===== src/rtl/stp_pkg.sv =====
`timescale 1ns / 1ps
// Package for the software timer pool: request and response structs, command and
// status codes, controller state type and size constants. No dependencies.
package stp_pkg;

   localparam int HANDLE_W       = 5;
   localparam int STAMP_W        = 16;
   localparam int KIND_W         = 3;
   localparam int STATUS_W       = 2;
   localparam int MAX_TIMERS     = 32;
   localparam int DEF_NUM_TIMERS = 32;
   localparam logic [STAMP_W-1:0] DEF_REBASE_LIMIT = 16'd30000;

   localparam logic [KIND_W-1:0] KIND_TICK    = 3'd0;
   localparam logic [KIND_W-1:0] KIND_ALLOC   = 3'd1;
   localparam logic [KIND_W-1:0] KIND_FREE    = 3'd2;
   localparam logic [KIND_W-1:0] KIND_RESTART = 3'd3;
   localparam logic [KIND_W-1:0] KIND_READ    = 3'd4;

   localparam logic [STATUS_W-1:0] STATUS_OK         = 2'd0;
   localparam logic [STATUS_W-1:0] STATUS_NONE_FREE  = 2'd1;
   localparam logic [STATUS_W-1:0] STATUS_BAD_HANDLE = 2'd2;

   typedef struct packed {
      logic [KIND_W-1:0]   kind;
      logic [HANDLE_W-1:0] handle;
   } stp_req_type;

   typedef struct packed {
      logic [HANDLE_W-1:0]       given_handle;
      logic signed [STAMP_W-1:0] elapsed;
      logic [STATUS_W-1:0]       status;
   } stp_rsp_type;

   typedef enum logic [1:0] {
      ST_IDLE,
      ST_READ,
      ST_REBASE,
      ST_HOLD
   } stp_state_type;

endpackage


===== src/rtl/stp_stamp_store.sv =====
`timescale 1ns / 1ps
// Start stamp store: one synchronous memory of stamps with a registered read port,
// plus per-entry written bits so that an entry never written reads as zero. Uses stp_pkg.
module stp_stamp_store #(
   parameter int NUM_TIMERS = stp_pkg::DEF_NUM_TIMERS,
   parameter int IDX_W      = (NUM_TIMERS > 1) ? $clog2(NUM_TIMERS) : 1
) (
   input  logic                         clock,
   input  logic                         reset,
   input  logic                         wr_en,
   input  logic [IDX_W-1:0]             wr_addr,
   input  logic [stp_pkg::STAMP_W-1:0]  wr_data,
   input  logic [IDX_W-1:0]             rd_addr,
   output logic [stp_pkg::STAMP_W-1:0]  rd_data
);
   import stp_pkg::*;

   logic [STAMP_W-1:0]    mem [NUM_TIMERS];
   logic [NUM_TIMERS-1:0] written_ff;
   logic [STAMP_W-1:0]    rd_data_ff;
   logic                  rd_written_ff;

   always_ff @(posedge clock) begin
      if (wr_en) begin
         mem[wr_addr] <= wr_data;
      end
      rd_data_ff <= mem[rd_addr];
   end

   always_ff @(posedge clock) begin
      if (reset) begin
         written_ff    <= '0;
         rd_written_ff <= 1'b0;
      end else begin
         rd_written_ff <= written_ff[rd_addr];
         if (wr_en) begin
            written_ff[wr_addr] <= 1'b1;
         end
      end
   end

   assign rd_data = rd_written_ff ? rd_data_ff : '0;

endmodule


===== src/rtl/soft_timer_pool.sv =====
`timescale 1ns / 1ps
// Software timer pool with a shared 16-bit tick counter. Top level; uses stp_pkg
// and the stamp store stp_stamp_store.
//
// Usage: each request on req_* carries one command (tick, allocate, free, restart,
// read elapsed) and yields exactly one response on rsp_*. The rebase limit is
// written through csr_valid/csr_data (csr_ready is always high) while no request
// is in flight. Tick below the limit, allocate, free, restart and a bad handle
// answer via the output register, waiting in the hold register if it is full.
// A read passes through ST_READ, as the stamp memory's read port is registered.
// A tick reaching the rebase limit walks the stamp memory, one timer per cycle,
// reading entry k while writing k-1 back; that walk sets the worst-case rate.
// The block takes one request at a time. A finished response waits in the output
// register while the next request is accepted; if the receiver stalls and that
// register is still full, the new result waits in a hold register and no further
// request is taken until it moves on. Reset clears the counter, frees all timers,
// zeroes all stamps (through written bits in the store) and sets the limit to
// 30000.
module soft_timer_pool #(
   parameter int NUM_TIMERS = stp_pkg::DEF_NUM_TIMERS
) (
   input  logic                        clock,
   input  logic                        reset,
   input  logic                        req_valid,
   output logic                        req_ready,
   input  stp_pkg::stp_req_type        req_payload,
   output logic                        rsp_valid,
   input  logic                        rsp_ready,
   output stp_pkg::stp_rsp_type        rsp_payload,
   input  logic                        csr_valid,
   output logic                        csr_ready,
   input  logic [stp_pkg::STAMP_W-1:0] csr_data
);
   import stp_pkg::*;

   localparam int IDX_W = (NUM_TIMERS > 1) ? $clog2(NUM_TIMERS) : 1;
   localparam int CNT_W = $clog2(NUM_TIMERS + 1);
   localparam logic [CNT_W-1:0] WALK_END = CNT_W'(NUM_TIMERS);
   localparam logic [HANDLE_W:0] HANDLE_LIMIT = (HANDLE_W + 1)'(NUM_TIMERS);

   stp_state_type          state_ff, state_in;
   logic [STAMP_W-1:0]     tick_ff, tick_in;
   logic [STAMP_W-1:0]     limit_ff;
   logic [STAMP_W-1:0]     amt_ff, amt_in;
   logic [NUM_TIMERS-1:0]  busy_ff, busy_in;
   logic [CNT_W-1:0]       walk_ff, walk_in;
   stp_rsp_type            hold_ff, hold_in;
   logic                   rsp_valid_ff, rsp_valid_in;
   stp_rsp_type            rsp_ff, rsp_in;

   // Stamp memory port signals.
   logic                   wr_en;
   logic [IDX_W-1:0]       wr_addr;
   logic [STAMP_W-1:0]     wr_data;
   logic [IDX_W-1:0]       rd_addr;
   logic [STAMP_W-1:0]     rd_data;

   logic                   req_fire;
   logic                   slot_free;
   logic                   in_range;
   logic [IDX_W-1:0]       h_idx;
   logic                   free_found;
   logic [IDX_W-1:0]       free_idx;
   logic [STAMP_W-1:0]     tick_next;
   logic [CNT_W-1:0]       walk_prev;
   stp_rsp_type            res;
   logic                   deliver;

   stp_stamp_store #(
      .NUM_TIMERS (NUM_TIMERS),
      .IDX_W      (IDX_W)
   ) u_store (
      .clock   (clock),
      .reset   (reset),
      .wr_en   (wr_en),
      .wr_addr (wr_addr),
      .wr_data (wr_data),
      .rd_addr (rd_addr),
      .rd_data (rd_data)
   );

   assign req_ready   = (state_ff == ST_IDLE);
   assign req_fire    = req_valid && req_ready;
   assign slot_free   = !rsp_valid_ff || rsp_ready;
   assign csr_ready   = 1'b1;
   assign rsp_valid   = rsp_valid_ff;
   assign rsp_payload = rsp_ff;

   assign in_range  = {1'b0, req_payload.handle} < HANDLE_LIMIT;
   assign h_idx     = req_payload.handle[IDX_W-1:0];
   assign tick_next = tick_ff + STAMP_W'(1);
   assign walk_prev = walk_ff - CNT_W'(1);

   // Lowest-numbered free timer; scanning downward lets the lowest one win.
   always_comb begin
      free_found = 1'b0;
      free_idx   = '0;
      for (int i = NUM_TIMERS - 1; i >= 0; i--) begin
         if (!busy_ff[i]) begin
            free_found = 1'b1;
            free_idx   = IDX_W'(i);
         end
      end
   end

   always_comb begin
      state_in     = state_ff;
      tick_in      = tick_ff;
      amt_in       = amt_ff;
      busy_in      = busy_ff;
      walk_in      = walk_ff;
      hold_in      = hold_ff;
      rsp_valid_in = rsp_valid_ff && !rsp_ready;
      rsp_in       = rsp_ff;
      wr_en        = 1'b0;
      wr_addr      = h_idx;
      wr_data      = tick_ff;
      rd_addr      = h_idx;
      res          = '0;
      deliver      = 1'b0;

      case (state_ff)
         ST_IDLE: begin
            if (req_fire) begin
               deliver = 1'b1;
               case (req_payload.kind)
                  KIND_TICK: begin
                     if (tick_next >= limit_ff) begin
                        // Rebase: stamps of busy timers move back by the count.
                        tick_in  = '0;
                        amt_in   = tick_next;
                        walk_in  = '0;
                        hold_in  = '0;
                        deliver  = 1'b0;
                        state_in = ST_REBASE;
                     end else begin
                        tick_in = tick_next;
                     end
                  end
                  KIND_ALLOC: begin
                     if (free_found) begin
                        busy_in[free_idx] = 1'b1;
                        res.given_handle  = HANDLE_W'(free_idx);
                     end else begin
                        res.status = STATUS_NONE_FREE;
                     end
                  end
                  KIND_FREE: begin
                     if (in_range) begin
                        busy_in[h_idx] = 1'b0;
                     end else begin
                        res.status = STATUS_BAD_HANDLE;
                     end
                  end
                  KIND_RESTART: begin
                     if (in_range) begin
                        wr_en = 1'b1;
                     end else begin
                        res.status = STATUS_BAD_HANDLE;
                     end
                  end
                  KIND_READ: begin
                     if (in_range) begin
                        deliver  = 1'b0;
                        state_in = ST_READ;
                     end else begin
                        res.status = STATUS_BAD_HANDLE;
                     end
                  end
                  default: begin
                     res = '0;
                  end
               endcase
            end
         end
         ST_READ: begin
            res.elapsed = $signed(tick_ff - rd_data);
            deliver     = 1'b1;
            state_in    = ST_IDLE;
         end
         ST_REBASE: begin
            // Read entry walk while entry walk - 1 is written back.
            rd_addr = walk_ff[IDX_W-1:0];
            wr_addr = walk_prev[IDX_W-1:0];
            wr_data = rd_data - amt_ff;
            wr_en   = (walk_ff != '0) && busy_ff[walk_prev[IDX_W-1:0]];
            walk_in = walk_ff + CNT_W'(1);
            if (walk_ff == WALK_END) begin
               walk_in  = walk_ff;
               state_in = ST_HOLD;
            end
         end
         ST_HOLD: begin
            if (slot_free) begin
               rsp_valid_in = 1'b1;
               rsp_in       = hold_ff;
               state_in     = ST_IDLE;
            end
         end
         default: begin
            state_in = ST_IDLE;
         end
      endcase

      // A finished result goes to the output register if it is free, else it waits.
      if (deliver) begin
         if (slot_free) begin
            rsp_valid_in = 1'b1;
            rsp_in       = res;
            state_in     = ST_IDLE;
         end else begin
            hold_in  = res;
            state_in = ST_HOLD;
         end
      end
   end

   always_ff @(posedge clock) begin
      if (reset) begin
         state_ff     <= ST_IDLE;
         tick_ff      <= '0;
         limit_ff     <= DEF_REBASE_LIMIT;
         busy_ff      <= '0;
         walk_ff      <= '0;
         rsp_valid_ff <= 1'b0;
      end else begin
         state_ff     <= state_in;
         tick_ff      <= tick_in;
         busy_ff      <= busy_in;
         walk_ff      <= walk_in;
         rsp_valid_ff <= rsp_valid_in;
         if (csr_valid && csr_ready) begin
            limit_ff <= csr_data;
         end
      end
   end

   always_ff @(posedge clock) begin
      amt_ff  <= amt_in;
      hold_ff <= hold_in;
      rsp_ff  <= rsp_in;
   end

endmodule


===== config.mk =====
export PLATFORM = sky130hd
export DESIGN_NAME = soft_timer_pool
export DESIGN_NICKNAME = d
export VERILOG_FILES = /design/src/rtl/stp_pkg.sv /design/src/rtl/stp_stamp_store.sv /design/src/rtl/soft_timer_pool.sv
export SDC_FILE = /design/constraint.sdc
export NUM_CORES = 1
export LEC_CHECK = 0
export BUFFER_PORTS_ARGS = -buffer_cell sky130_fd_sc_hd__buf_2
export CORE_ASPECT_RATIO = 1.5
export CORE_MARGIN = 4
export CORE_UTILIZATION = 55
export DETAILED_ROUTE_END_ITERATION = 16
export HOLD_SLACK_MARGIN = 0.06
export PLACE_DENSITY = 0.71
export SLEW_MARGIN = 40
export SYNTH_ARGS = -nofsm -noshare
export SYNTH_HDL_FRONTEND = slang
export SYNTH_SLANG_ARGS = --single-unit

===== constraint.sdc =====
create_clock -name clock -period 5 [get_ports clock]
set_input_delay 0.5 -clock clock [delete_from_list [all_inputs] [get_ports clock]]
set_output_delay 0.5 -clock clock [all_outputs]
set_load 0.005 [all_outputs]

==> results of run 1 <==
registers in the layout (all words and copies together), names as in the netlist:
| signal | flops |
|---|---|
| limit_ff | 16 |
| rsp_payload | 23 |
| walk_ff | 6 |
| rsp_valid | 1 |
| state_ff | 2 |
| amt_ff | 16 |
| hold_ff | 23 |
| u_store.mem | 512 |
| u_store.written_ff | 32 |
| busy_ff | 32 |
| u_store.rd_data_ff | 16 |
| tick_ff | 16 |
| u_store.rd_written_ff | 1 |
worst max-delay path: stages, from the launching register on:
cell and delay (ns):
dfxtp_1 0.51, ha_1 0.29, nand3_1 0.22, nor3_1 0.58, and3_1 0.32, xor2_1 0.10
ha_1 0.32, nand2_1 0.06, a211oi_1 0.34, and2_1 0.20, a22oi_1 0.12, a211oi_1 0.69
or2_2 0.44, mux2i_1 0.22
per-layer routing:
layer	GRT usage [%]	share of wire, %	wire length, µm	vias up
met2	42.8	51	37300	710
met4	13.2	6.1	4510	0
li1	-	-	-	8407
met1	31.3	38	27600	9263
met5	0	0	0	-
met3	3.02	5.3	3880	205
worst min-delay path by stage:
stage | cells past startpoint | from | end | slack (ns)
3_5_place_dp | 1 | u_store.written_ff[1] | u_store.written_ff[1] | 0.44
3_3_place_gp | 1 | u_store.written_ff[8] | u_store.written_ff[8] | 0.44
5_1_grt | 3 | csr_data[10] | limit_ff[10] | 0.10
4_1_cts | 3 | csr_data[10] | limit_ff[10] | 0.09
2_1_floorplan | 1 | u_store.written_ff[13] | u_store.written_ff[13] | 0.43
6_report | 3 | csr_data[10] | limit_ff[10] | 0.12
metrics by stage:
step                      worst slack [ns]  total power [µW]  instance area, µm²  instances  hold WS (ns)
after CTS                            0.612             15300               33600       2957        0.0904
after global placement               0.730             10200               31400       2845         0.439
after global routing                 0.136             15800               33600       2957         0.104
after detailed placement             0.651             10300               31500       2847         0.441
after floorplan                      0.650              9210               30100       2149         0.427
final                                0.510             15200               33600       2957         0.119
power groups by stage:
stage	Clock [µW]	Sequential [µW]	Combinational, µW
floorplan	0	7000	2210
global placement	0	7010	3220
detailed placement	0	7010	3310
CTS	5070	6890	3330
global route	5310	6900	3590
finish	4980	6890	3310
area by class of cell:
class	instances	area, µm²
fillers	3973	20300
flip-flops and latches	696	19200
multi-input cells	1266	10200
clock buffers	68	1560
repair buffers	128	898
well taps	689	862
clock inverters	42	571
inverters	68	255
layout by cell type (no fill, tap or decap), drive strengths merged, types with 6 or more instances in the layout:
| cell type | count |
|---|---|
| nor2b | 16 |
| clkinv | 22 |
| a211o | 6 |
| o21ai | 103 |
| nor2 | 77 |
| a21oi | 43 |
| a21o | 14 |
| nand2b | 10 |
| and3 | 15 |
| edfxtp | 528 |
| nand3b | 8 |
| nor3 | 25 |
| or3 | 14 |
| a32o | 10 |
| mux4 | 145 |
| nor3b | 15 |
| o2bb2ai | 37 |
| o31ai | 20 |
| nand4 | 14 |
| o21a | 11 |
| and2 | 10 |
| xor2 | 22 |
| inv | 71 |
| a31oi | 9 |
| mux2i | 42 |
| a211oi | 12 |
| bufinv | 13 |
| buf | 128 |
| ha | 49 |
| nand3 | 148 |
| or2 | 9 |
| dfxtp | 168 |
| clkbuf | 68 |
| xnor2 | 21 |
| o211ai | 30 |
| nand2 | 270 |
cell families (layout without fill, tap and decap cells):
family,count (synthesis),after routing,synth area share (%)
buffers and inverters,187,306,2.57
muxes,189,189,12.4
and+or+nand+nor,643,643,10.1
AOI/OAI and AO/OA,339,339,7.64
DFF,696,696,63.9
other,1,1,0.0125
xor gates and xnor gates,43,43,1.25
adders and majority gates,51,51,2.17
==> impl_metrics.tcl, run 1 <==
set metrics [dict create \
    cts-root-buf "clkbuf_16" \
    synth_edf_count 528 \
    p_clk_share_pct 32.8 \
    period_share_pct 89.8 \
    r2r_cells 13 \
    r2r-end "rsp_payload[21]" \
    synth_area_leaders "edfxtp_1 (53%), dfxtp_1 (11%), mux4_2 (11%), nand2_1 (3.4%), nand3_1 (2.3%)" \
    numCtsBuffers 59 \
    hold_path_class "in2reg" \
    crit_end "rsp_payload[21]" \
    wl_per_cell_um 24.8 \
    syn-mean-instance-area_um2 14.0 \
    tns_ns 0 \
    initial_core_util_pct 55.8 \
    seq_power_share_pct 45.4 \
    synth_top_cell_by_area "edfxtp_1" \
    die_w_um 199 \
    crit-reg2reg-launch "tick_ff[1]" \
    finalSetupViolCount 0 \
    cts_buffer_depth 3 \
    gp_congestion 0.935 \
    switching_share_pct 28.2 \
    grt_pass1_wl_mm 112 \
    post-route-min-period_ns 4.49 \
    final_core_util_pct 62.4 \
    io_pins 55 \
    clock_sinks 696 \
    synth_area_um2 30100 \
    hold_viol_final 0 \
    rsz0062_at_grt "false" \
    grt_pass1_vias 18800 \
    max_freq_mhz 223 \
    final_nets 2299 \
    p_leak_uw 0.0117 \
    powerDensity_nw_per_um2 452 \
    vias 18600 \
    die_h_um 294 \
    drc 0 \
    diodes 0 \
    path_class "reg2reg" \
    worst_pin_slew_ns 0.784 \
    antenna_found_initial 0 \
    dp_hpwl_mm 47.5 \
    cp-end-kind "flip-flop" \
    power.internal_uw 10900 \
    ys_seq_area_share_pct 63.9 \
    drt_iter0_drc 1808 \
    synth_common_cells "edfxtp_1 (528), nand2_1 (270), dfxtp_1 (168), mux4_2 (145), nand3_1 (140)" \
    grt_max_degree 73 \
    synth_warnings 0 \
    area_delta_synth_final_pct 11.7 \
    drv_cap 0 \
    cts_tree "built" \
    slew_headroom_pct 46.6 \
    rrSetupSlack_ns 0.51 \
    synth.distinct_cells 77 \
    worstSetupStartpointType "flip-flop" \
    status "completed" \
    cts_htree_levels 2 \
    cp_data_required_time_ns 5.53 \
    viasPerCell 6.29 \
    dr.pass1.iters 7 \
    async_reset_ff_share_pct 0 \
    ant_nets 0 \
    die_area_um2 58600 \
    cts_setup_buffers 0 \
    synthCells 2149 \
    synth.net_count 2229 \
    maxSlewViolCount 0 \
    synth_ff_type "edfxtp_1" \
    fin_skew_ns 0.0154 \
    vdd_drop_max_mv 0.315 \
    clk_pin_slew_worst_paths_ns 0.07 \
    synth-seq-cells 696 \
    coreArea_um2 53900 \
    grt_remaining_overflow 0 \
    clock_latency_ns 0.61 \
    routed_wl_mm 73.3 \
    layout-drive-gt1-share_pct 18.5 \
    hold_buffers 0 \
    track_usage_pct 25.0 \
    arrival_ns 5.02 \
    crit_fanout 11 \
    comb_power_share_pct 21.8 \
    synth_top_area_share_pct 52.7 \
    rows 104 \
    cts_resized 0 \
    crit_start "tick_ff[1]" \
    portBuffers 53 \
    yosysMostFrequentCell "edfxtp_1" \
    p_switching_uw 4280 \
]
(Power assumes the default switching activity.)
==> run 2: changes to the inputs <==
==> constraint.sdc (replaced) <==
create_clock -name clock -period 5 [get_ports clock]
set_input_delay 1 -clock clock [delete_from_list [all_inputs] [get_ports clock]]
set_output_delay 1 -clock clock [all_outputs]
set_load 0.005 [all_outputs]
==> impl_metrics.tcl, run 2 (same netlist as run 1, synthesis figures left out) <==
set metrics [dict create \
    path_class "reg2reg" \
    cp-end-kind "flip-flop" \
    dr.pass1.iters 7 \
    portBuffers 53 \
    area_delta_synth_final_pct 11.5 \
    grt_pass1_wl_mm 113 \
    diodes 0 \
    rsz0062_at_grt "false" \
    gp_congestion 0.982 \
    die_w_um 199 \
    maxSlewViolCount 0 \
    arrival_ns 4.87 \
    io_pins 55 \
    mostFrequentLayoutCell "edfxtp_1" \
    wl_per_cell_um 24.9 \
    cts-root-buf "clkbuf_16" \
    multi_input_comb_area_um2 10200 \
    drt_iter0_drc 1595 \
    numCtsBuffers 60 \
    worstSetupStartpointType "flip-flop" \
    finalSetupViolCount 0 \
    coreArea_um2 53900 \
    cts_tree "built" \
    powerDensity_nw_per_um2 448 \
    worst_pin_slew_ns 0.859 \
    vdd_drop_max_mv 0.402 \
    status "completed" \
    routed_wl_mm 73.8 \
    ant_nets 0 \
    clock_sinks 696 \
    viasPerCell 6.30 \
    top_register "u_store.mem" \
    period_share_pct 86.7 \
    hold_path_class "reg2reg" \
    cts_htree_levels 2 \
    antenna_found_initial 0 \
    largestRegisters "u_store.mem x512, busy_ff x32, u_store.written_ff x32" \
    die_h_um 294 \
    cp_data_required_time_ns 5.54 \
    crit_fanout 11 \
    drv_cap 0 \
    die_area_um2 58600 \
    largest_reg_flops 512 \
    layout-drive-gt1-share_pct 18.4 \
    clk_pin_slew_worst_paths_ns 0.07 \
    hold_viol_final 0 \
    whs_ns 0.463 \
    max_freq_mhz 231 \
    drc 0 \
    p_leak_uw 0.0117 \
    fill_cells 3952 \
    hold_buffers 0 \
    initial_core_util_pct 55.8 \
    post-route-min-period_ns 4.34 \
    cts_setup_buffers 0 \
    dp_hpwl_mm 48.7 \
    dpl_cell_area_um2 31500 \
    slew_headroom_pct 42.8 \
    cts_resized 0 \
    grt_pass1_vias 19100 \
    clock_latency_ns 0.62 \
    grt_remaining_overflow 0 \
    final_nets 2309 \
    vias 18700 \
    tns_ns 0 \
    ff_latch_area_um2 19200 \
    fin_area_um2 33600 \
    fin_skew_ns 0.0136 \
    track_usage_pct 25.3 \
    rows 104 \
    most-common-layout-cells "edfxtp_1 (528), nand2_1 (269), dfxtp_1 (168)" \
    cts_buffer_depth 3 \
    grt_max_degree 51 \
]
[run 2: cell types whose count changed in the layout (fill, tap and decap cells not counted), moves of 3 or more]
cell        previous run  this run
bufinv_16             13         8
buf_4                 69        76
clkinvlp_2             0         3
clkbuf_1               5         9
clkinv_1               6        10
[run 2: cell type report]
cell class | instances | area share (%)
Clock inverter | 40 | 1.34
Tap cell | 689 | 2.57
Sequential cell | 696 | 57.3
Inverter | 68 | 0.764
Timing Repair Buffer | 137 | 2.99
Clock buffer | 70 | 4.62
Multi-Input combinational cell | 1266 | 30.4
[run 2: worst paths after layout]
kind	start	end	slack [ns]	depth (start not counted)
worst max-delay path	tick_ff[1]	rsp_payload[7]	0.66	13
worst min-delay path	u_store.written_ff[25]	u_store.written_ff[25]	0.46	1
worst max register to register	tick_ff[1]	rsp_payload[7]	0.66	13
worst min register to register	u_store.written_ff[25]	u_store.written_ff[25]	0.46	1
[run 2: power breakdown]
part | total [µW] | switching, µW | internal (µW) | leakage, µW
Sequential | 6890 | 108 | 6780 | 0.00623
Combinational | 3400 | 2150 | 1260 | 0.00452
Clock | 4720 | 2080 | 2640 | 0.000969
Total | 15000 | 4330 | 10700 | 0.0117
[run 2: worst max-delay path, stage by stage (launching register included)]
cell and delay, ns:
dfxtp_1 0.50, ha_1 0.27, nand3_1 0.22, nor3_1 0.51, and3_1 0.30, xor2_1 0.11
ha_1 0.33, nand2_1 0.06, a211oi_1 0.43, and2_1 0.21, a22oi_1 0.12, a211oi_1 0.53
or2_2 0.41, mux2i_1 0.24
[run 2: metal layers]
layer	routed length, µm	part of all wire (%)	GRT usage [%]	vias to the layer above
met2	38500	52	44.7	670
met3	3810	5.2	2.72	163
met1	27900	38	31.5	9440
li1	-	-	-	8403
met4	3630	4.9	11.3	0
met5	0	0	0	-
[run 2: stage by stage]
step	power [µW]	instances	setup slack, ns	utilization [%]
final	15000	2966	0.664	62.3
after global placement	10300	2854	0.859	58.5
after global routing	15600	2966	0.306	62.3
after CTS	15100	2965	0.724	62.3
after detailed placement	10400	2855	0.738	58.6
after floorplan	9210	2149	0.650	-
